**src/rtl/assert_macros.svh**
```systemverilog
// assertion helpers used by the counter unit
`ifndef ASSERT_MACROS_SVH
`define ASSERT_MACROS_SVH

// checked on every rising clk edge outside reset
`define ASSERT_CLK(label, prop, msg) \
	label: assert property (@(posedge clk) disable iff (!arst_n) prop) else $error(msg);

// implication checked on the following edge
`define ASSERT_NEXT(label, ante, cons, msg) \
	label: assert property (@(posedge clk) disable iff (!arst_n) (ante) |=> (cons)) \
		else $error(msg);

`endif

```
**src/rtl/aco_ram.sv**
```systemverilog
`timescale 1ns / 1ps
// ---------------------------------------------------------------------------
// aco_ram
// generic single write port, single read port ram with registered read
// ---------------------------------------------------------------------------
module aco_ram #(
	parameter int WIDTH = 8,
	parameter int DEPTH = 16,
	localparam int ADW = (DEPTH > 1) ? $clog2(DEPTH) : 1
) (
	input  logic             clk,
	input  logic             we,
	input  logic [ADW-1:0]   waddr,
	input  logic [WIDTH-1:0] wdata,
	input  logic [ADW-1:0]   raddr,
	output logic [WIDTH-1:0] rdata
);

	logic [WIDTH-1:0] mem [DEPTH];

	always_ff @(posedge clk) begin
		if (we) begin
			mem[waddr] <= wdata;
		end
		rdata <= mem[raddr];
	end

endmodule

```
**config.mk**
```make
export PLATFORM = sky130hd
export DESIGN_NAME = aco_ram
export DESIGN_NICKNAME = d
export VERILOG_FILES = /design/src/rtl/assert_macros.svh /design/src/rtl/aco_ram.sv
export SDC_FILE = /design/constraint.sdc
export NUM_CORES = 1
export LEC_CHECK = 0
export ABC_AREA = 1
export ABC_CLOCK_PERIOD_IN_PS = 1500
export BUFFER_PORTS_ARGS = -buffer_cell sky130_fd_sc_hd__buf_2
export CORE_UTILIZATION = 61
export CTS_CLUSTER_SIZE = 25
export DETAILED_ROUTE_END_ITERATION = 6
export GPL_TIMING_DRIVEN = 1
export PLACE_DENSITY_LB_ADDON = 0.2
export REMOVE_ABC_BUFFERS = 1
export SLEW_MARGIN = 20
export SYNTH_ARGS = -nofsm -noshare
export SYNTH_HDL_FRONTEND = slang
export SYNTH_SLANG_ARGS = --single-unit
```
**constraint.sdc**
```tcl
create_clock -name clk -period 1.5 [get_ports clk]
set_input_delay 0.225 -clock clk [delete_from_list [all_inputs] [get_ports clk]]
set_output_delay 0.225 -clock clk [all_outputs]
set_load 0.01 [all_outputs]
```
# [Yosys cells after proc, flatten, opt, wreduce, memory -nomap -nowiden]
# Memory sizes are Yosys's and may differ from the RTL's. A register that Yosys moved wholly into a read port is not among the register bits.
# Index checks and enable logic that the tools add are counted.
# W data, S select, Z words.
[word_totals] wordCells=3 ramBits=128 inputBits=18 output_inout_bits=8 regBits=0 n_memories=1
[op_classes] mux=2
[memory_table] memory="mem" depth=16 word_bits=8 rd=1 rd_clocked_by_memory_dff=1 write_ports=1 line="aco_ram.sv:19" rtl="logic [WIDTH-1:0] mem [DEPTH];"
[ops] cell="$mux W1" n=2

# [Depth between registers and ports, before layout]
# Gate-level depths: netlist of run 1.
[depth] ltp_word=2 depth_mapped=8 ltp_nobuf=7

# [Least setup slack after synthesis of run 1]
# OpenSTA, ideal clock, no wires.
[synth_timing] path_kind="in2reg" start="input waddr[2]" end="memory mem[10][0] (enable)" required_time_ps=1130 setup_ps=370 path_buffers=0 arrival_ps=806 path_slack_ps=324 stages=2 cell_sequence="nand3b_1 nor2_1"
[synth_rtl] element="start: declaration" line="aco_ram.sv:13" rtl="input logic [ADW-1:0] waddr,"
[synth_rtl] element="end: declaration" line="aco_ram.sv:19"
# No word-level cell before the write port.

# [Worst setup path after layout of run 1]
[layout_timing] start="register rdata[2] (read register of mem)" end="output rdata[2]"
[layout_rtl] element="start: declaration" line="aco_ram.sv:16" rtl="output logic [WIDTH-1:0] rdata"
# No word-level cell between the ends.

==> results of run 1 <==
[metrics by stage]
stage          setup slack [ns]  std cells
4_1_cts                   0.242        725
3_5_place_dp              0.217        693
3_3_place_gp              0.239        693
5_1_grt                   0.219        725
6_report                  0.251        725
2_1_floorplan             0.295        527
[how the worst max path moves through the flow]
stage                           startpoint                   end
after detailed placement          waddr[2]  mem[11][2]$_DFFE_PP_
after global routing      rdata[2]$_DFF_P_              rdata[2]
final                     rdata[2]$_DFF_P_              rdata[2]
after floorplan                   raddr[0]      rdata[2]$_DFF_P_
after global placement            raddr[0]      rdata[7]$_DFF_P_
after CTS                 rdata[2]$_DFF_P_              rdata[2]
[where the power goes]
part | total, µW | switching [µW] | internal [µW]
registers | 4280 | 27.8 | 4250
clock network | 4100 | 1560 | 2540
logic | 529 | 360 | 169
total | 8910 | 1950 | 6960
[registers in the layout, summed over array words and instances, names as in the netlist]
name   count
rdata      8
mem      128
[layer usage]
metal	global-route usage, %	vias to the layer above	share of wire, %
met4	10.1	0	1.6
li1	-	1877	-
met3	6.04	20	6.7
met1	35.4	1819	41
met5	0	-	0
met2	46.3	139	50
[area by class of cell]
cell class                 instances  share of cell area (%)
inverter                         102                    5.70
clock buffer                      18                    6.22
sequential                       136                    59.6
timing repair buffer              55                    5.77
tap                              111                    2.07
multi-input combinational        289                    18.1
clock inverter                    14                    2.57
[placed cells by master, fill, tap and decap left out]
cell type	n
clkinv_2	2
nor2_1	17
clkbuf_16	16
inv_6	3
nand3b_1	2
edfxtp_1	128
dfxtp_1	8
clkinv_4	1
inv_2	2
bufinv_16	3
buf_2	25
buf_12	3
inv_1	100
clkbuf_1	1
buf_4	27
nand2_1	173
clkinvlp_4	5
nand3_1	97
clkbuf_8	1
[logic make-up after synthesis]
group	after synthesis	share of synthesized area, %
DFF	136	69.4
and+or+nand+nor	289	21.0
buffers and inverters	126	9.52
==> key figures, run 1 <==
Place
  – Input/output buffers: 25
  – Area after DPL: 6130 µm²
  – Final HPWL from detailed placement: 7.60 mm
  – Routability cong.: 0.786

Clock tree
  – Clock Tree Buf Depth: 2
  – CTS Sinks: 136
  – CTS Buf Count: 17
  – Clock latency on the worst-skew pair: 0.52 ns
  – CTS tree: yes
  – Root Buffer: clkbuf_8
  – Cts hold-fix bufs: 0
  – Clk slew on worst S/H paths: 0.06 ns
  – Post-CTS setup buffers: 0
  – CTS resizes: 0
  – H-tree depth: 4

GRT
  – First-pass GRT wire length: 19.7 mm
  – Vias in the first global route: 3859
  – Overall global routing resource usage: 27.5%
  – Largest net degree at the start of global routing: 53
  – Antenna violations before repair: 0
  – GRT Residual Overflow: 0

Worst setup path
  – Cell count along the critical path: 1
  – FF-to-FF setup slack: 0.46 ns
  – Crit path buf inv count: 1
  – CP max-delay cell: dfxtp_1
  – Arrival @ worst endpoint: 1.02 ns
  – RR Startpoint: mem[4][7]$_DFFE_PP_
  – Worst path cell trace: buf_2
  – R2R depth: 6
  – CP required: 1.27 ns
  – Crit end category: output pin
  – RR Endpoint: rdata[7]$_DFF_P_
  – Critical Path Start Type: flip-flop
  – Crit-path max cell delay: 0.36 ns
  – CP Class: flip-flop to output pin
  – Worst-path fanout max: 1
  – Top delay family on crit path: flip-flops

Synthesis
  – Post-synthesis sequential area ratio: 69.4%
  – Top post-synthesis cells by area: edfxtp_1, nand2_1, nand3_1
  – Library cells used by synthesis: 12
  – Post-Synthesis Cell Area: 5770 µm²
  – Synthesized area per cell: 10.5 µm²
  – Top cells by count, synth: nand2_1, edfxtp_1, inv_1, nand3_1, nor2_1
  – Synth Register Bits: 136
  – Syn. warnings: 0
  – Post-synth top flop: edfxtp_1
  – Area leader, netlist: edfxtp_1
  – Async SR Flop Fraction: 0%
  – Gate Count Post-Synth: 551
  – Top-count cell post-synth: nand2_1
  – EDFF count, synth: 128
  – Area share of the largest cell type after synthesis: 66.7%

Layout
  – Ant. Diodes: 0
  – Nets: 619
  – # fillers: 632
  – Syn-to-layout area delta: 16.5%
  – Share of post-route cells with drive strength above 1: 14.3%
  – Reg area: 4000 µm²
  – Area of the multi-input gates: 1210 µm²
  – Design area: 6720 µm²
  – Final core occ: 73.0%

Timing
  – Maximum clock frequency: 0.800 GHz
  – Worst Clk Skew: 0.00915 ns
  – Final worst-path cycle share: 83.3%
  – Hold Vio Cnt, Final: 0
  – Slew @ Worst Pin: 0.304 ns
  – Slew margin rel.: 79.7%
  – Final setup vio count: 0
  – Hold WS: 0.103 ns
  – Post-Route Setup TNS: 0 ns
  – Pins Over Slew Limit: 0
  – Final min period: 1.25 ns
  – Unrepaired setup endpoints after global routing: false

Run status
  – Outcome: completed

Routing
  – Post-Route WL: 12.3 mm
  – Post-DR wirelength/cell: 17.0 µm
  – Vias: 3855
  – Drt first-iter violations: 337
  – First drt pass iteration count: 7
  – Detail Route Antenna Nets: 0
  – Vias per inst: 5.32
  – # DRC: 0

Pwr
  – Peak VDD IR: 0.821 mV
  – Leakage: 0.00296 µW
  – PwrDens: 1330 nW/µm²
  – Total power: 8910 µW

Die
  – Die Wd: 99.2 µm
  – Die H: 99.2 µm
  – Core Area: 9200 µm²
  – Die area: 9850 µm²
  – I/O pin cnt: 26
  – Row count: 35
  – Initial core utilization: 62.7%

Min path
  – Endpoint with the worst hold slack: mem[1][4]$_DFFE_PP_
  – Hold path depth: 1
  – HP Start: wdata[4]
  – Class of the worst hold path: input pin to flip-flop

Run
  – Max-Cap Viols: 0
Note: power is estimated with default switching activity, not from simulation.
==> run 2, diff against run 1 <==
- ABC_CLOCK_PERIOD_IN_PS: 1500 -> 1200
- clock period: 1.5 -> 1.2 ns (I/O delays scaled with it)
==> run 2 against run 1 <==
  * Global-route usage rose by 0.59 points
  * Wire length rose by 2.8%
  * Cell area is 0.99% higher
  * Cell count rose by 0.69%
  * First-iteration DRC count decreased by 5.9%
  * Sequential power rose by 25%
  * Clock skew down 0.0039 ns
  * Via count is 3.9% higher
  * Power increased by 25%
  * Utilization is 0.72 points higher
  * Critical endpoint unchanged
==> key figures, run 2 (same netlist as run 1, synthesis figures left out) <==
Min path
  – Class of the worst hold path: input pin to flip-flop

Die
  – Die Wd: 99.2 µm
  – Die H: 99.2 µm
  – Row count: 35
  – Core Area: 9200 µm²
  – I/O pin cnt: 26
  – Initial core utilization: 62.7%
  – Die area: 9850 µm²

Place
  – Area after DPL: 6190 µm²
  – Placed instance count: 698
  – Post-place setup slack: -0.0535 ns
  – Input/output buffers: 25
  – Final HPWL from detailed placement: 8.15 mm
  – Routability cong.: 0.833

Pwr
  – Peak VDD IR: 1.04 mV
  – PwrDens: 1640 nW/µm²
  – Leakage: 0.00300 µW

Layout
  – Share of post-route cells with drive strength above 1: 15.2%
  – Fin cells: 730
  – Commonest non-fill, non-tap cell in the layout: nand2_1
  – Nets: 624
  – Max reg flops: 128
  – Design area: 6780 µm²
  – Largest Register: mem
  – Syn-to-layout area delta: 17.6%
  – Biggest regs: mem (128), rdata (8)
  – Leading cell types in the layout, fill and taps excluded: nand2_1, edfxtp_1, inv_1, nand3_1, buf_4
  – # fillers: 611
  – Ant. Diodes: 0

Routing
  – Drt first-iter violations: 317
  – Post-DR wirelength/cell: 17.4 µm
  – First drt pass iteration count: 5
  – Detail Route Antenna Nets: 0
  – Vias: 4004
  – # DRC: 0
  – Vias per inst: 5.48
  – Post-Route WL: 12.7 mm

Clock tree
  – CTS Buf Count: 17
  – CTS resizes: 2
  – Clk slew on worst S/H paths: 0.06 ns
  – Cts hold-fix bufs: 0
  – Root Buffer: clkbuf_8
  – CTS Sinks: 136
  – H-tree depth: 4
  – Clock Tree Buf Depth: 2
  – Clock latency on the worst-skew pair: 0.52 ns
  – Post-CTS setup buffers: 0
  – CTS tree: yes

Worst setup path
  – Arrival @ worst endpoint: 0.98 ns
  – CP max-delay cell: dfxtp_2
  – Worst path cell trace: buf_2
  – CP required: 1.02 ns
  – Crit-path max cell delay: 0.34 ns
  – Crit end category: output pin
  – Top delay family on crit path: flip-flops
  – Critical Path Start Type: flip-flop
  – CP Class: flip-flop to output pin
  – Worst-path fanout max: 1
  – Crit path buf inv count: 1

Timing
  – Final min period: 1.16 ns
  – Hold WS: 0.0644 ns
  – Worst Clk Skew: 0.00529 ns
  – Maximum clock frequency: 0.862 GHz
  – Final setup vio count: 0
  – Post-Route Setup TNS: 0 ns
  – Pins Over Slew Limit: 0
  – Slew margin rel.: 76.3%
  – Unrepaired setup endpoints after global routing: false
  – Final worst slack: 0.0393 ns
  – Slew @ Worst Pin: 0.356 ns
  – Final worst-path cycle share: 96.7%
  – Hold Vio Cnt, Final: 0

GRT
  – Overall global routing resource usage: 28.1%
  – Vias in the first global route: 3857
  – First-pass GRT wire length: 20.0 mm
  – GRT busiest layer: met2
  – Met2 Use GR: 47.0%
  – Largest net degree at the start of global routing: 51
  – GRT Residual Overflow: 0
  – Antenna violations before repair: 0
  – GRT met3 Usage: 6.82%
  – Met1 GRT Util: 36.6%

Run
  – Max-Cap Viols: 0

Run status
  – Outcome: completed
run 2: layout make-up:
cell class | instances | area (µm²) | share of cell area [%]
clock buffer | 18 | 418 | 6.16
clock inverter | 14 | 174 | 2.56
inverter | 102 | 383 | 5.64
multi-input combinational | 289 | 1210 | 17.9
sequential | 136 | 4010 | 59.1
tap | 111 | 139 | 2.05
timing repair buffer | 60 | 450 | 6.64
run 2: through the flow:
| step | power (µW) | util [%] |
|---|---|---|
| detailed placement | 6120 | 67.3 |
| global placement | 6100 | 67.3 |
| floorplan | 5740 | - |
| global route | 11500 | 73.8 |
| CTS | 11200 | 73.8 |
| finish | 11200 | 73.8 |
run 2: worst paths after layout:
check,cells after the start,end,start,slack [ns]
min reg2reg,6,rdata[6]$_DFF_P_,mem[3][6]$_DFFE_PP_,0.67
min,1,mem[0][2]$_DFFE_PP_,wdata[2],0.06
max,1,rdata[2],rdata[2]$_DFF_P_,0.04
max reg2reg,6,rdata[1]$_DFF_P_,mem[15][1]$_DFFE_PP_,0.18
run 2: metal layers:
layer / up-vias / part of all wire, % / wire [µm]
li1: 1887 / - / -
met1: 1911 / 40 / 5030
met2: 179 / 51 / 6420
met3: 27 / 7.8 / 989
met4: 0 / 1.8 / 226
met5: - / 0 / 0
run 2: power by group:
group | internal (µW) | switching (µW)
combinational | 226 | 463
sequential | 5310 | 32.2
clock | 3170 | 1940
